===== src/hw/rtl/vgcd_pkg.sv =====
package vgcd_pkg;

    localparam int MAX_AXIS_NODES = 32;
    localparam int STORE_DEPTH    = 32768;
    localparam int ADDR_W         = $clog2(STORE_DEPTH);
    localparam int NODE_W         = 5;
    localparam int SIZE_W         = 6;
    localparam int INV_W          = 16;
    localparam int SAMPLE_W       = 16;
    localparam int GRAD_W         = 25;
    localparam int QUEUE_DEPTH    = 2;
    localparam int CFG_IDX_W      = 3;

    localparam logic [CFG_IDX_W-1:0] CFG_SIZE_X        = 3'd0;
    localparam logic [CFG_IDX_W-1:0] CFG_SIZE_Y        = 3'd1;
    localparam logic [CFG_IDX_W-1:0] CFG_SIZE_Z        = 3'd2;
    localparam logic [CFG_IDX_W-1:0] CFG_INV_SPACING_X = 3'd3;
    localparam logic [CFG_IDX_W-1:0] CFG_INV_SPACING_Y = 3'd4;
    localparam logic [CFG_IDX_W-1:0] CFG_INV_SPACING_Z = 3'd5;

    localparam logic [SIZE_W-1:0] SIZE_RESET = 6'd32;
    localparam logic [INV_W-1:0]  INV_RESET  = 16'd256;

    localparam logic [ADDR_W-1:0] STRIDE_X = ADDR_W'(1);
    localparam logic [ADDR_W-1:0] STRIDE_Y = ADDR_W'(MAX_AXIS_NODES);
    localparam logic [ADDR_W-1:0] STRIDE_Z = ADDR_W'(MAX_AXIS_NODES * MAX_AXIS_NODES);

    typedef enum logic [1:0] {
        KIND_WRITE,
        KIND_QUERY,
        KIND_SKIP
    } kind_t;

    typedef struct packed {
        kind_t                       kind;
        logic                        index_error;
        logic [ADDR_W-1:0]           addr;
        logic [2:0]                  has_pos;
        logic [2:0]                  has_neg;
        logic signed [SAMPLE_W-1:0]  sample;
    } cmd_t;

    function automatic logic [SIZE_W-1:0] eff_size(input logic [SIZE_W-1:0] s);
        logic [SIZE_W-1:0] r;
        if (s == '0)
        begin
            r = SIZE_W'(1);
        end
        else if (s > SIZE_W'(MAX_AXIS_NODES))
        begin
            r = SIZE_W'(MAX_AXIS_NODES);
        end
        else
        begin
            r = s;
        end
        return r;
    endfunction

endpackage


===== src/hw/rtl/vgcd_front.sv =====
module vgcd_front (
    input  logic                                 action,
    input  logic [vgcd_pkg::NODE_W-1:0]          node_x,
    input  logic [vgcd_pkg::NODE_W-1:0]          node_y,
    input  logic [vgcd_pkg::NODE_W-1:0]          node_z,
    input  logic signed [vgcd_pkg::SAMPLE_W-1:0] sample,
    input  logic [vgcd_pkg::SIZE_W-1:0]          size_x,
    input  logic [vgcd_pkg::SIZE_W-1:0]          size_y,
    input  logic [vgcd_pkg::SIZE_W-1:0]          size_z,
    output vgcd_pkg::cmd_t                       cmd
);

    logic [vgcd_pkg::SIZE_W-1:0] sx, sy, sz;
    logic [vgcd_pkg::SIZE_W-1:0] ex, ey, ez;
    logic                        err;

    assign sx = vgcd_pkg::eff_size(size_x);
    assign sy = vgcd_pkg::eff_size(size_y);
    assign sz = vgcd_pkg::eff_size(size_z);

    assign ex = {1'b0, node_x};
    assign ey = {1'b0, node_y};
    assign ez = {1'b0, node_z};

    assign err = (ex >= sx) || (ey >= sy) || (ez >= sz);

    always_comb
    begin
        cmd.index_error = err;
        if (err)
        begin
            cmd.kind = vgcd_pkg::KIND_SKIP;
        end
        else if (action)
        begin
            cmd.kind = vgcd_pkg::KIND_QUERY;
        end
        else
        begin
            cmd.kind = vgcd_pkg::KIND_WRITE;
        end
        cmd.addr = vgcd_pkg::ADDR_W'(32'(node_x)
                   + 32'(vgcd_pkg::MAX_AXIS_NODES) * (32'(node_y)
                   + 32'(vgcd_pkg::MAX_AXIS_NODES) * 32'(node_z)));
        cmd.has_pos = {(ez + 6'd1) < sz, (ey + 6'd1) < sy, (ex + 6'd1) < sx};
        cmd.has_neg = {node_z != '0, node_y != '0, node_x != '0};
        cmd.sample  = sample;
    end

endmodule


===== config.mk =====
export PLATFORM = sky130hd
export DESIGN_NAME = vgcd_front
export DESIGN_NICKNAME = d
export VERILOG_FILES = /design/src/hw/rtl/vgcd_pkg.sv /design/src/hw/rtl/vgcd_front.sv
export SDC_FILE = /design/constraint.sdc
export NUM_CORES = 1
export LEC_CHECK = 0
export ABC_AREA = 0
export BUFFER_PORTS_ARGS = -buffer_cell sky130_fd_sc_hd__buf_2
export CORE_MARGIN = 8
export CORE_UTILIZATION = 48
export DETAILED_ROUTE_END_ITERATION = 8
export PLACE_DENSITY_LB_ADDON = 0.3
export SETUP_SLACK_MARGIN = 0.02
export SLEW_MARGIN = 30
export SYNTH_ARGS = -nofsm -noshare
export SYNTH_HDL_FRONTEND = slang
export SYNTH_SLANG_ARGS = --single-unit

===== constraint.sdc =====
create_clock -name vclk -period 4.78
set_input_delay 1.195 -clock vclk [all_inputs]
set_output_delay 1.195 -clock vclk [all_outputs]
set_load 0.005 [all_outputs]

==> results.json <==
{
  "status": "finished, final reports clean",
  "place_area_um2": 1383,
  "maxSlewHeadroom_pct": 82.46,
  "slew_viol_final": 0,
  "power.switching_w": 0.00006220,
  "firstDrtPassIters": 4,
  "required_ns": 3.59,
  "hold_viol": 0,
  "start_kind": "input pin",
  "cts-resized-gates": 0,
  "pin_count": 90,
  "yosysTopAreaCellShare_pct": 37.50,
  "nClkBuffers": 0,
  "seq_cells": 0,
  "wirelength_um": 2996,
  "drive_gt1_share_pct": 32.14,
  "antenna-diode-count": 0,
  "nNetsFinal": 287,
  "post-route-period-util_pct": 83.05,
  "register_area_um2": 0,
  "hp-start": "sample[3]",
  "grt_pass1_vias": 1225,
  "die_area_um2": 4633,
  "crit_path_cell_trace": "buf_2 > nor4_1 > nor2_1 > nor2_1 > ha_1 > nand2b_1 > a21oi_1 > o22a_1 > o2111a_1 > buf_2",
  "fin_crit_ns": 3.970,
  "yosys.cell_types.count": 26,
  "dp_hpwl_um": 2713,
  "post_drt_wl_per_cell_um": 13.20,
  "grt_usage_pct": 12.69,
  "chipWidth_um": 68.07,
  "syn_area_um2": 1301,
  "fill_cells": 265,
  "synth_cells": 171,
  "power_density_nw_per_um2": 87.70,
  "synth_area_per_cell_um2": 7.610,
  "portBuffers": 58,
  "drc": 0,
  "cts_hold_buf": 0,
  "p_sw_share_pct": 51.29,
  "p_leak_nw": 0.7701,
  "finalSetupViolCount": 0,
  "synth_commonest_cells": "ha_1 (39), buf_4 (33), nand2_1 (17)",
  "synth_most_common_cell": "ha_1",
  "postCtsSetupBuffers": 0,
  "hold_path.class": "in -> out",
  "critPathTopFamily": "simple AND/OR/NAND/NOR gates",
  "synth_fp_nets": 260,
  "final_antenna_net_count": 0,
  "tns_ns": 0,
  "antenna_found_initial": 0,
  "rsz0062_at_grt": "false",
  "worstSetupStartpoint": "size_z[1]",
  "drt_iter0_markers": 79,
  "fp.coreArea_um2": 2663,
  "crit_slowest_cell": "nor4_1",
  "clock_power_share_pct": 0,
  "yosysWarnings": 0,
  "max_slew.worst_pin.slew_ns": 0.2607,
  "routed_via_density": 5.348,
  "start_util_pct": 48.87,
  "cp.arrival_ns": 2.78,
  "crit_buf_inv": 2,
  "grt_max_degree": 8,
  "cp-end-kind": "output pin",
  "syn_to_final_growth_pct": 6.250,
  "cp.depth": 10,
  "synth_area_leaders": "ha_1 (38%), buf_4 (19%), nand2_1 (4.9%), nand3_1 (4.6%), a21o_1 (4.6%)",
  "p_comb_share_pct": 100.0,
  "die_h_um": 68.07,
  "dp_slack_ns": 0.7956,
  "p_int_w": 0.00005906,
  "hold_path_depth": 0,
  "core.rowCount": 19,
  "synth_largest_area_cell": "ha_1",
  "gr-total-overflow": 0,
  "postLayoutCellArea_um2": 1383,
  "worst_slack_ns": 0.8100,
  "ir_drop_v": 0.00004848,
  "maxCapViolations": 0,
  "p_seq_share_pct": 0,
  "max_freq_mhz": 251.9,
  "cp_max_fo": 2,
  "slowest_delay_ns": 0.27,
  "crit_type": "in -> out",
  "gp_congestion": 0.8436,
  "grt_pass1_wl_um": 5037,
  "yosysSeqAreaShare_pct": 0,
  "dr_total_vias": 1214
}
-- cell type report --
type / count / area (um^2) / area share, %
multi-input combinational: 127 / 1012 / 73.21
tap: 31 / 38.79 / 2.805
inverter: 11 / 41.29 / 2.986
timing repair buffer: 58 / 290.3 / 21.00
-- power by group through the flow --
stage / Sequential, W / Combinational [W] / Clock (W)
global placement: 0 / 0.000119 / 0
CTS: 0 / 0.000123 / 0
global route: 0 / 0.000140 / 0
floorplan: 0 / 0.0000924 / 0
finish: 0 / 0.000121 / 0
detailed placement: 0 / 0.000122 / 0
-- placed cells by master (no fill, tap or decap), types with 2 or more instances in the layout --
cell / netlist / layout
nand2_1: 17 / 17
a211oi_1: 2 / 2
xor2_1: 3 / 3
a21o_1: 8 / 8
xnor2_1: 6 / 6
nor4_1: 3 / 3
nand4_1: 2 / 2
nor2_1: 11 / 11
ha_1: 39 / 39
nand2b_1: 3 / 3
a21oi_1: 6 / 6
nor2b_1: 3 / 3
inv_1: 10 / 10
nand3_1: 12 / 12
buf_2: 0 / 58
or4b_2: 3 / 3
-- logic make-up after synthesis --
kind of cell,after synthesis,synth area share (%)
AO/OA/AOI/OAI,22,12.21
adder cells (fa/ha/maj),39,37.50
buffers and inverters,44,22.21
AND/OR/NAND/NOR,57,22.02
XOR/XNOR,9,6.058
-- final timing paths --
path	end	slack [ns]
min	cmd[3]	2.39
max	cmd[38]	0.81
-- routing by layer --
layer | part of all wire [%] | track usage, % | vias to the layer above
met4 | 0.27 | 1.023 | 0
met1 | 43 | 15.63 | 540
met5 | 0 | 0 | -
met3 | 8.9 | 1.637 | 6
met2 | 47 | 23.56 | 45
li1 | - | - | 623
-- metrics by stage --
step / hold slack (ns) / cells / power, W / utilization [%]
after floorplan: 2.471 / 171 / 0.00009241 / -
after global placement: 2.390 / 227 / 0.0001186 / 51.93
after detailed placement: 2.390 / 227 / 0.0001220 / 51.93
after CTS: 2.390 / 227 / 0.0001232 / 51.93
after global routing: 2.390 / 227 / 0.0001401 / 51.93
final: 2.390 / 227 / 0.0001213 / 51.93
Note: power is estimated with default switching activity, not from simulation.
