### src/hw/rtl/vgcd_pkg.sv
package vgcd_pkg;

    localparam int MAX_AXIS_NODES = 32;
    localparam int STORE_DEPTH    = 32768;
    localparam int ADDR_W         = $clog2(STORE_DEPTH);
    localparam int NODE_W         = 5;
    localparam int SIZE_W         = 6;
    localparam int INV_W          = 16;
    localparam int SAMPLE_W       = 16;
    localparam int GRAD_W         = 25;
    localparam int QUEUE_DEPTH    = 2;
    localparam int CFG_IDX_W      = 3;

    localparam logic [CFG_IDX_W-1:0] CFG_SIZE_X        = 3'd0;
    localparam logic [CFG_IDX_W-1:0] CFG_SIZE_Y        = 3'd1;
    localparam logic [CFG_IDX_W-1:0] CFG_SIZE_Z        = 3'd2;
    localparam logic [CFG_IDX_W-1:0] CFG_INV_SPACING_X = 3'd3;
    localparam logic [CFG_IDX_W-1:0] CFG_INV_SPACING_Y = 3'd4;
    localparam logic [CFG_IDX_W-1:0] CFG_INV_SPACING_Z = 3'd5;

    localparam logic [SIZE_W-1:0] SIZE_RESET = 6'd32;
    localparam logic [INV_W-1:0]  INV_RESET  = 16'd256;

    localparam logic [ADDR_W-1:0] STRIDE_X = ADDR_W'(1);
    localparam logic [ADDR_W-1:0] STRIDE_Y = ADDR_W'(MAX_AXIS_NODES);
    localparam logic [ADDR_W-1:0] STRIDE_Z = ADDR_W'(MAX_AXIS_NODES * MAX_AXIS_NODES);

    typedef enum logic [1:0] {
        KIND_WRITE,
        KIND_QUERY,
        KIND_SKIP
    } kind_t;

    typedef struct packed {
        kind_t                       kind;
        logic                        index_error;
        logic [ADDR_W-1:0]           addr;
        logic [2:0]                  has_pos;
        logic [2:0]                  has_neg;
        logic signed [SAMPLE_W-1:0]  sample;
    } cmd_t;

    function automatic logic [SIZE_W-1:0] eff_size(input logic [SIZE_W-1:0] s);
        logic [SIZE_W-1:0] r;
        if (s == '0)
        begin
            r = SIZE_W'(1);
        end
        else if (s > SIZE_W'(MAX_AXIS_NODES))
        begin
            r = SIZE_W'(MAX_AXIS_NODES);
        end
        else
        begin
            r = s;
        end
        return r;
    endfunction

endpackage

### src/hw/rtl/vgcd_queue.sv
module vgcd_queue (
    input  logic           clk,
    input  logic           rst_n,
    input  logic           push,
    input  vgcd_pkg::cmd_t push_cmd,
    input  logic           pop,
    output vgcd_pkg::cmd_t head_cmd,
    output logic           valid,
    output logic           full
);

    localparam int PTR_W = $clog2(vgcd_pkg::QUEUE_DEPTH);
    localparam int CNT_W = $clog2(vgcd_pkg::QUEUE_DEPTH + 1);

    vgcd_pkg::cmd_t   entry_reg [vgcd_pkg::QUEUE_DEPTH];
    logic [PTR_W-1:0] wr_ptr_reg, wr_ptr_next;
    logic [PTR_W-1:0] rd_ptr_reg, rd_ptr_next;
    logic [CNT_W-1:0] count_reg, count_next;

    assign valid    = count_reg != '0;
    assign full     = count_reg == CNT_W'(vgcd_pkg::QUEUE_DEPTH);
    assign head_cmd = entry_reg[rd_ptr_reg];

    always_comb
    begin
        wr_ptr_next = wr_ptr_reg;
        rd_ptr_next = rd_ptr_reg;
        count_next  = count_reg;
        if (push)
        begin
            wr_ptr_next = (wr_ptr_reg == PTR_W'(vgcd_pkg::QUEUE_DEPTH - 1)) ? '0
                          : wr_ptr_reg + PTR_W'(1);
        end
        if (pop)
        begin
            rd_ptr_next = (rd_ptr_reg == PTR_W'(vgcd_pkg::QUEUE_DEPTH - 1)) ? '0
                          : rd_ptr_reg + PTR_W'(1);
        end
        if (push && !pop)
        begin
            count_next = count_reg + CNT_W'(1);
        end
        else if (pop && !push)
        begin
            count_next = count_reg - CNT_W'(1);
        end
    end

    always_ff @(posedge clk or negedge rst_n)
    begin
        if (!rst_n)
        begin
            wr_ptr_reg <= '0;
            rd_ptr_reg <= '0;
            count_reg  <= '0;
        end
        else
        begin
            wr_ptr_reg <= wr_ptr_next;
            rd_ptr_reg <= rd_ptr_next;
            count_reg  <= count_next;
        end
    end

    always_ff @(posedge clk)
    begin
        if (push)
        begin
            entry_reg[wr_ptr_reg] <= push_cmd;
        end
    end

    assert property (@(posedge clk) disable iff (!rst_n) push |-> (!full || pop))
        else $error("queue overflow");

endmodule

### config.mk
export PLATFORM = sky130hd
export DESIGN_NAME = vgcd_queue
export DESIGN_NICKNAME = d
export VERILOG_FILES = /design/src/hw/rtl/vgcd_pkg.sv /design/src/hw/rtl/vgcd_queue.sv
export SDC_FILE = /design/constraint.sdc
export NUM_CORES = 1
export LEC_CHECK = 0
export BUFFER_PORTS_ARGS = -buffer_cell sky130_fd_sc_hd__buf_2
export CORE_MARGIN = 2
export CORE_UTILIZATION = 50
export CTS_CLUSTER_DIAMETER = 150
export CTS_CLUSTER_SIZE = 20
export DETAILED_ROUTE_END_ITERATION = 7
export HOLD_SLACK_MARGIN = 0.12
export PLACE_DENSITY_LB_ADDON = 0.3
export SYNTH_ARGS = -nofsm -noshare
export SYNTH_HDL_FRONTEND = slang
export SYNTH_SLANG_ARGS = --single-unit
### constraint.sdc
create_clock -name clk -period 4.1 [get_ports clk]
set_input_delay 0.82 -clock clk [delete_from_list [all_inputs] [get_ports clk]]
set_output_delay 0.82 -clock clk [all_outputs]
set_load 0.02 [all_outputs]
==> results of run 1 <==
-- worst paths after layout --
check                           cells past startpoint                         end  slack, ns                startpoint
min in group clk                                    1    count_reg[1]$_DFFE_PN0P_       0.49  count_reg[1]$_DFFE_PN0P_
worst min-delay path                                1    count_reg[1]$_DFFE_PN0P_       0.28                     rst_n
worst min register to register                      1    count_reg[1]$_DFFE_PN0P_       0.49  count_reg[1]$_DFFE_PN0P_
worst max register to register                      1  entry_reg[0][34]$_DFFE_PP_       2.40    wr_ptr_reg$_DFFE_PN0P_
worst max-delay path                                3                head_cmd[19]       1.20    rd_ptr_reg$_DFFE_PN0P_
max in group asynchronous                           1      rd_ptr_reg$_DFFE_PN0P_       3.69                     rst_n
-- placed cells by master (no fill, tap or decap) --
cell type,count
inv_1,1
or2_2,1
buf_2,85
xor2_1,4
dfrtp_2,1
nor2b_4,1
bufinv_16,2
xnor2_1,1
edfxtp_1,80
dfrtp_1,3
ha_1,1
clkbuf_8,9
and2_2,1
mux2_4,39
clkinv_1,1
clkbuf_1,1
buf_4,1
clkinv_2,3
mux2_2,1
nor2b_1,1
nor2_1,1
-- through the flow --
step | utilization, % | worst slack, ns | cell area [um^2] | power, mW
CTS | 62.0 | 1.17 | 3930 | 2.81
global route | 62.0 | 1.09 | 3930 | 2.92
finish | 62.0 | 1.20 | 3930 | 2.77
floorplan | - | 1.05 | 3280 | 2.04
global placement | 58.7 | 1.56 | 3730 | 2.20
detailed placement | 58.7 | 1.54 | 3730 | 2.21
-- kinds of logic after synthesis --
| logic type | synth area share, % |
|---|---|
| multiplexers | 18.2 |
| flip-flops | 76.3 |
| adder cells (fa/ha/maj) | 0.381 |
| XOR/XNOR | 1.34 |
| AND/OR/NAND/NOR | 0.878 |
| buffers and inverters | 2.90 |
-- synthesized netlist by cell type --
cell type and number:
mux2_4 39, edfxtp_1 80, and2_1 1, xor2_1 4, xnor2_1 1, dfrtp_1 4, or2_2 1, nor2_1 1
mux2_2 1, ha_1 1, buf_12 4, buf_6 1, nor2b_1 2, inv_1 1
-- per-layer routing --
layer,vias to the layer above,routed length [um],global-route usage (%)
li1,731,-,-
met1,699,1860,16.7
met3,8,438,6.42
met5,-,0,0
met4,0,74,6.06
met2,62,2280,21.8
-- power breakdown --
group	internal (mW)	switching, mW
logic	0.439	0.503
registers	1.15	0.0868
clock network	0.338	0.263
-- cell type report --
cell class / count / area share (%)
sequential: 84 / 63.6
inverter: 1 / 0.0954
clock buffer: 10 / 3.24
tap: 77 / 2.45
multi-input combinational: 51 / 17.6
timing repair buffer: 86 / 11.0
clock inverter: 6 / 2.00
==> impl_metrics.py, run 1 <==
metrics = {
    "clock_tree": {
        "clk_pin_slew_ns": 0.07,
        "post_cts_resized": 0,
        "holdBufCountCts": 0,
        "cts_setup_buffers": 0,
        "cts_tree": "done",
        "cts_buffers": 9,
        "clock_sinks": 84,
        "clock_path_buffers": 2,
        "h-tree-depth": 3,
        "worst_skew_pair.late_latency_ns": 0.33,
        "cts-root-buf": "clkbuf_8",
    },
    "timing": {
        "max_freq_mhz": 345,
        "finalCriticalPeriod_ns": 2.90,
        "fin_crit_sh_pct": 70.6,
        "hold_ws_ns": 0.276,
        "slew_violations": 0,
        "tns_ns": 0,
        "skew_ns": 0.00426,
        "tightest_slew_ns": 1.12,
        "relSlewSlack_pct": 25.3,
        "rsz0062_at_grt": "false",
        "setup_viol": 0,
        "hold_violations": 0,
    },
    "placed_design": {
        "port_buffers": 85,
        "gp_congestion": 0.627,
        "dp_cells": 299,
    },
    "global_routing": {
        "antenna_found_initial": 0,
        "grt_max_degree": 41,
        "grt_overflow_total": 0,
        "grt_usage_pct": 13.9,
        "grt_pass1_vias": 1507,
        "grt_first_pass_wirelength_mm": 7.36,
    },
    "worst_setup_path": {
        "cp_max_fo": 27,
        "critical-path-slowest-cell": "dfrtp_2",
        "critPathKind": "reg2out",
        "worstPathCellList": "buf_4 > mux2_2 > buf_2",
        "endpoint_kind": "primary output",
        "crit_arrival_ns": 2.08,
        "required_ns": 3.28,
        "cp.buffers_inverters": 2,
        "cp_slowest_stage_delay_ns": 0.65,
        "critPathLaunchType": "flip-flop",
        "cpLargestDelayFamily": "buffers and inverters",
    },
    "power": {
        "cellPowerDensity_nw_per_um2": 705,
        "peakVddDrop_mv": 0.403,
        "leakagePower_nw": 1.62,
    },
    "drt": {
        "wirelength_mm": 4.66,
        "drcViolationCount": 0,
        "routed_via_density": 4.76,
        "dr.first_iter.drc_count": 102,
        "wl_per_cell_um": 14.8,
        "vias": 1500,
        "ant_nets": 0,
        "first_pass_iters": 4,
    },
    "cells_and_area": {
        "seqCellArea_um2": 2500,
        "layout.nets": 278,
        "largest_reg_flops": 80,
        "diodes": 0,
        "fin_cells": 315,
        "areaGrowthSynthToFinish_pct": 20.0,
        "n_fill_cell": 443,
        "multi_input_area_um2": 691,
        "drive_above_1_share_pct": 60.5,
    },
    "yosys": {
        "synth_cells": 141,
        "synth_top_cell_by_area": "edfxtp_1",
        "syn_area_per_cell_um2": 23.3,
        "ys_types": 14,
        "ys_ff_latch": 84,
        "synth_area_leaders": "edfxtp_1 (73%), mux2_4 (18%), dfrtp_1 (3.1%)",
        "syn-num-nets": 186,
        "ys_seq_area_share_pct": 76.3,
        "yosysWarnings": 0,
        "synth_top_area_share_pct": 73.3,
        "synth_area_um2": 3280,
    },
    "flow_run": {
        "cap_violations": 0,
    },
    "floorplanning": {
        "start_util_pct": 51.6,
        "row_count": 29,
        "die_y_um": 85.0,
        "dieArea_um2": 7220,
        "core-area_um2": 6350,
        "io-pin-count": 86,
        "die_x_um": 85.0,
    },
    "outcome": {
        "status": "complete, no violations",
    },
    "hold_path": {
        "min_path_type": "in2async",
    },
}
No activity file was read; power rests on OpenSTA's default activity.
==> inputs of run 2 (changes only) <==
==> constraint.sdc (replaced) <==
create_clock -name clk -period 2.7 [get_ports clk]
set_input_delay 0.54 -clock clk [delete_from_list [all_inputs] [get_ports clk]]
set_output_delay 0.54 -clock clk [all_outputs]
set_load 0.02 [all_outputs]
==> run 2 against run 1 <==
Against the previous run:
- utilization rose by 1.0 points
- sequential power grew 50%
- critical path type unchanged
- final area increased by 1.7%
- power is 56% higher
- wire length is 9.2% higher
- clock power rose by 58%
- critical path depth is the same
==> impl_metrics.py, run 2 (synthesis gave the netlist of run 1 again) <==
metrics = {
    "cells_and_area": {
        "mostFrequentLayoutCells": "buf_2 (85), edfxtp_1 (80), mux2_4 (39)",
        "layout.nets": 284,
        "largest_reg_flops": 80,
        "layout_commonest_cell": "buf_2",
        "diodes": 0,
        "final_cell_area_um2": 4000,
        "drive_above_1_share_pct": 60.2,
        "post-route-util_pct": 63.0,
        "areaGrowthSynthToFinish_pct": 22.0,
    },
    "worst_setup_path": {
        "r2r-start": "wr_ptr_reg$_DFFE_PN0P_",
        "cp_slowest_stage_delay_ns": 0.52,
        "crit_cells": 3,
        "critical-path-slowest-cell": "dfrtp_2",
        "worstPathCellList": "buf_4 > mux2_4 > buf_2",
        "critPathLaunchType": "flip-flop",
        "crit_arrival_ns": 1.67,
        "cp.buffers_inverters": 2,
        "rr_endpoint": "entry_reg[0][30]$_DFFE_PP_",
        "endpoint_kind": "primary output",
        "required_ns": 2.16,
        "cp_max_fo": 13,
        "critPathKind": "reg2out",
        "cpLargestDelayFamily": "flip-flops",
        "r2r_setup_slack_ns": 1.11,
        "ff2ff_path_depth": 2,
    },
    "power": {
        "peakVddDrop_mv": 0.629,
        "cellPowerDensity_nw_per_um2": 1080,
        "leakagePower_nw": 1.65,
    },
    "global_routing": {
        "antenna_found_initial": 0,
        "grt_first_pass_wirelength_mm": 7.87,
        "use_met1_pct": 18.9,
        "grt_pass1_vias": 1573,
        "grt_usage_pct": 14.8,
        "grt_busiest_layer": "met2",
        "grt_max_degree": 24,
        "grt_overflow_total": 0,
        "grt_util_met3_pct": 3.40,
        "grt_util_met2_pct": 23.6,
    },
    "floorplanning": {
        "core-area_um2": 6350,
        "die_y_um": 85.0,
        "die_x_um": 85.0,
        "dieArea_um2": 7220,
        "io-pin-count": 86,
        "start_util_pct": 51.6,
        "row_count": 29,
    },
    "timing": {
        "max_freq_mhz": 452,
        "tns_ns": 0,
        "fin_crit_sh_pct": 81.9,
        "slew_violations": 0,
        "setup_viol": 0,
        "hold_violations": 0,
        "relSlewSlack_pct": 55.8,
        "rsz0062_at_grt": "false",
        "hold_ws_ns": 0.380,
        "finalCriticalPeriod_ns": 2.21,
        "tightest_slew_ns": 0.662,
        "skew_ns": 0.00838,
    },
    "clock_tree": {
        "holdBufCountCts": 1,
        "clk_pin_slew_ns": 0.08,
        "cts_buffers": 9,
        "cts_setup_buffers": 0,
        "h-tree-depth": 3,
        "clock_path_buffers": 2,
        "post_cts_resized": 0,
        "worst_skew_pair.late_latency_ns": 0.34,
        "clock_sinks": 84,
        "cts-root-buf": "clkbuf_8",
        "cts_tree": "done",
    },
    "drt": {
        "ant_nets": 0,
        "dr.first_iter.drc_count": 91,
        "drcViolationCount": 0,
        "routed_via_density": 4.80,
        "first_pass_iters": 3,
        "wl_per_cell_um": 15.9,
        "wirelength_mm": 5.09,
        "vias": 1541,
    },
    "hold_path": {
        "hold_start": "push_cmd[9]",
        "min_path_type": "in2reg",
        "whs_path_depth": 1,
        "hold-path-endpoint": "entry_reg[1][9]$_DFFE_PP_",
    },
    "placed_design": {
        "postPlaceCellArea_um2": 3780,
        "place_hpwl_mm": 3.44,
        "gp_congestion": 0.732,
        "port_buffers": 85,
    },
    "outcome": {
        "status": "complete, no violations",
    },
    "flow_run": {
        "cap_violations": 0,
    },
}
run 2: layout make-up:
class                   count  area (um^2)
clock buffers              14          153
clock inverters             2         60.1
multi-input cells          51          691
repair buffers             92          493
fillers                   460         2350
well taps                  77         96.3
inverters                   1         3.75
flip-flops and latches     84         2500
run 2: how the worst max path moves through the flow:
stage	slack, ns	start	endpoint
2_1_floorplan	0.67	push	entry_reg[0][0]$_DFFE_PP_
3_3_place_gp	0.85	push	entry_reg[0][28]$_DFFE_PP_
3_5_place_dp	0.79	push	entry_reg[0][28]$_DFFE_PP_
4_1_cts	0.44	rd_ptr_reg$_DFFE_PN0P_	head_cmd[1]
5_1_grt	0.41	rd_ptr_reg$_DFFE_PN0P_	head_cmd[29]
6_report	0.49	rd_ptr_reg$_DFFE_PN0P_	head_cmd[1]
run 2: power by group:
group | total [mW] | switching, mW | internal, mW
sequential | 1.84 | 0.109 | 1.73
combinational | 1.54 | 0.823 | 0.715
clock | 0.951 | 0.402 | 0.549
run 2: stage by stage:
| step | std cells | total power [mW] | worst slack [ns] |
|---|---|---|---|
| after CTS | 321 | 4.38 | 0.445 |
| after global routing | 321 | 4.52 | 0.410 |
| after detailed placement | 304 | 3.43 | 0.795 |
| final | 321 | 4.33 | 0.489 |
| after floorplan | 141 | 3.09 | 0.673 |
| after global placement | 304 | 3.41 | 0.846 |
run 2: worst reg2reg max path: stages, from the launching register on:
cell and delay [ns]:
dfrtp_1 0.42, nor2b_4 0.55, buf_4 0.32
run 2: per-layer routing:
layer / part of all wire [%] / vias to the layer above / routed length [um]
li1: - / 740 / -
met1: 43 / 742 / 2170
met2: 51 / 50 / 2580
met3: 5.4 / 9 / 276
met4: 1.4 / 0 / 70
met5: 0 / - / 0
==> inputs of run 3 (changes only) <==
--- a/config.mk
+++ b/config.mk
@@ -7,7 +7,7 @@
 export LEC_CHECK = 0
 export BUFFER_PORTS_ARGS = -buffer_cell sky130_fd_sc_hd__buf_2
 export CORE_MARGIN = 2
-export CORE_UTILIZATION = 50
+export CORE_UTILIZATION = 47
 export CTS_CLUSTER_DIAMETER = 150
 export CTS_CLUSTER_SIZE = 20
 export DETAILED_ROUTE_END_ITERATION = 7
==> constraint.sdc (replaced) <==
create_clock -name clk -period 2 [get_ports clk]
set_input_delay 0.4 -clock clk [delete_from_list [all_inputs] [get_ports clk]]
set_output_delay 0.4 -clock clk [all_outputs]
set_load 0.02 [all_outputs]
==> run 3 against run 2 <==
Against the previous run:
- die area is 6.1% higher
- utilization is 3.3 points lower
- register-to-register slack worse by 0.47 ns
- critical path depth stayed put
- flip-flop and latch count stayed put
- combinational power is 37% higher
- final cell count is 0.62% higher
- sequential power is 34% higher
- wire length is 0.51% higher
- first-iteration DRC count is 31% lower
- power is 37% higher
- non-clock buffer count is 1 lower
==> impl_metrics.py, run 3 (synthesis gave the netlist of run 1 again) <==
metrics = {
    "drt": {
        "wl_per_cell_um": 15.8,
        "ant_nets": 0,
        "routed_via_density": 4.81,
        "first_pass_iters": 4,
        "wirelength_mm": 5.12,
        "vias": 1553,
        "drcViolationCount": 0,
        "dr.first_iter.drc_count": 63,
    },
    "cells_and_area": {
        "layout.nets": 283,
        "final_cell_area_um2": 4040,
        "n_fill_cell": 500,
        "diodes": 0,
        "mostFrequentLayoutCells": "buf_2 (85), edfxtp_1 (80), mux2_4 (39)",
        "layout_commonest_cell": "buf_2",
        "fin_cells": 323,
        "areaGrowthSynthToFinish_pct": 23.0,
        "largest_reg_flops": 80,
        "drive_above_1_share_pct": 61.7,
    },
    "worst_setup_path": {
        "cp_slowest_stage_delay_ns": 0.39,
        "cp.buffers_inverters": 2,
        "endpoint_kind": "primary output",
        "cpLargestDelayFamily": "buffers and inverters",
        "required_ns": 1.60,
        "critical-path-slowest-cell": "dfrtp_2",
        "worstPathCellList": "buf_4 > mux2_4 > buf_2",
        "critPathLaunchType": "flip-flop",
        "critPathKind": "reg2out",
        "crit_arrival_ns": 1.52,
        "cp_max_fo": 15,
    },
    "timing": {
        "tightest_slew_ns": 0.313,
        "rsz0062_at_grt": "false",
        "finalCriticalPeriod_ns": 1.92,
        "hold_violations": 0,
        "setup_viol": 0,
        "max_freq_mhz": 521,
        "slew_violations": 0,
        "fin_crit_sh_pct": 96.0,
        "skew_ns": 0.00425,
        "tns_ns": 0,
        "relSlewSlack_pct": 79.1,
        "final.setup.worst_slack_ns": 0.0800,
    },
    "global_routing": {
        "antenna_found_initial": 0,
        "grt_pass1_vias": 1649,
        "grt_overflow_total": 0,
        "grt_max_degree": 31,
        "grt_first_pass_wirelength_mm": 7.91,
        "grt_usage_pct": 14.4,
    },
    "floorplanning": {
        "dieArea_um2": 7660,
        "row_count": 30,
        "core-area_um2": 6760,
        "start_util_pct": 48.5,
        "die_x_um": 87.5,
        "die_y_um": 87.5,
        "io-pin-count": 86,
    },
    "outcome": {
        "status": "complete, no violations",
    },
    "power": {
        "leakagePower_nw": 1.66,
        "cellPowerDensity_nw_per_um2": 1470,
        "peakVddDrop_mv": 0.800,
        "p_total_mw": 5.95,
    },
    "clock_tree": {
        "holdBufCountCts": 1,
        "post_cts_resized": 0,
        "worst_skew_pair.late_latency_ns": 0.34,
        "clock_path_buffers": 2,
        "cts_setup_buffers": 0,
        "clk_pin_slew_ns": 0.08,
        "cts-root-buf": "clkbuf_8",
        "cts_buffers": 9,
        "h-tree-depth": 3,
        "clock_sinks": 84,
        "cts_tree": "done",
    },
    "placed_design": {
        "port_buffers": 85,
        "dp_cells": 306,
        "postPlaceCellArea_um2": 3790,
        "place_hpwl_mm": 3.43,
        "gp_congestion": 0.674,
        "dpl_worst_slack_ns": 0.446,
    },
    "hold_path": {
        "min_path_type": "in2reg",
    },
    "flow_run": {
        "cap_violations": 0,
    },
}
## run 3: report_power, final
part	internal [mW]	switching (mW)	total [mW]
clock network	0.824	0.561	1.39
registers	2.34	0.119	2.46
logic	0.974	1.13	2.11
## run 3: layout make-up
type                       count  area, um^2  area share (%)
clock buffer                   9         124            3.07
clock inverter                 7         115            2.85
inverter                       1        3.75          0.0930
multi-input combinational     51         691            17.1
sequential                    84        2500            62.0
tap                           80         100            2.48
timing repair buffer          91         498            12.3
## run 3: path summary, 6_finish.rpt
kind | startpoint | to | slack, ns | cells after the start
max reg2reg | wr_ptr_reg$_DFFE_PN0P_ | entry_reg[1][15]$_DFFE_PP_ | 0.64 | 2
max | rd_ptr_reg$_DFFE_PN0P_ | head_cmd[18] | 0.08 | 3
min reg2reg | count_reg[1]$_DFFE_PN0P_ | count_reg[1]$_DFFE_PN0P_ | 0.49 | 1
min in group asynchronous | rst_n | wr_ptr_reg$_DFFE_PN0P_ | 0.39 | 2
min | push_cmd[38] | entry_reg[0][38]$_DFFE_PP_ | 0.24 | 1
max in group asynchronous | rst_n | rd_ptr_reg$_DFFE_PN0P_ | 1.48 | 2
## run 3: through the flow
stage	hold WS (ns)	util (%)
6_report	0.245	59.7
5_1_grt	0.217	59.7
4_1_cts	0.222	59.7
3_5_place_dp	0.211	56.0
3_3_place_gp	0.212	56.0
2_1_floorplan	0.104	-
## run 3: routing by layer
layer  up-vias  wire length, um  global-route usage [%]  part of all wire, %
li1        739                -                       -                    -
met1       747             2020                    16.2                   39
met2        55             2640                    24.0                   52
met3        12              325                    4.62                  6.4
met4         0              130                    8.53                  2.5
met5         -                0                       0                    0
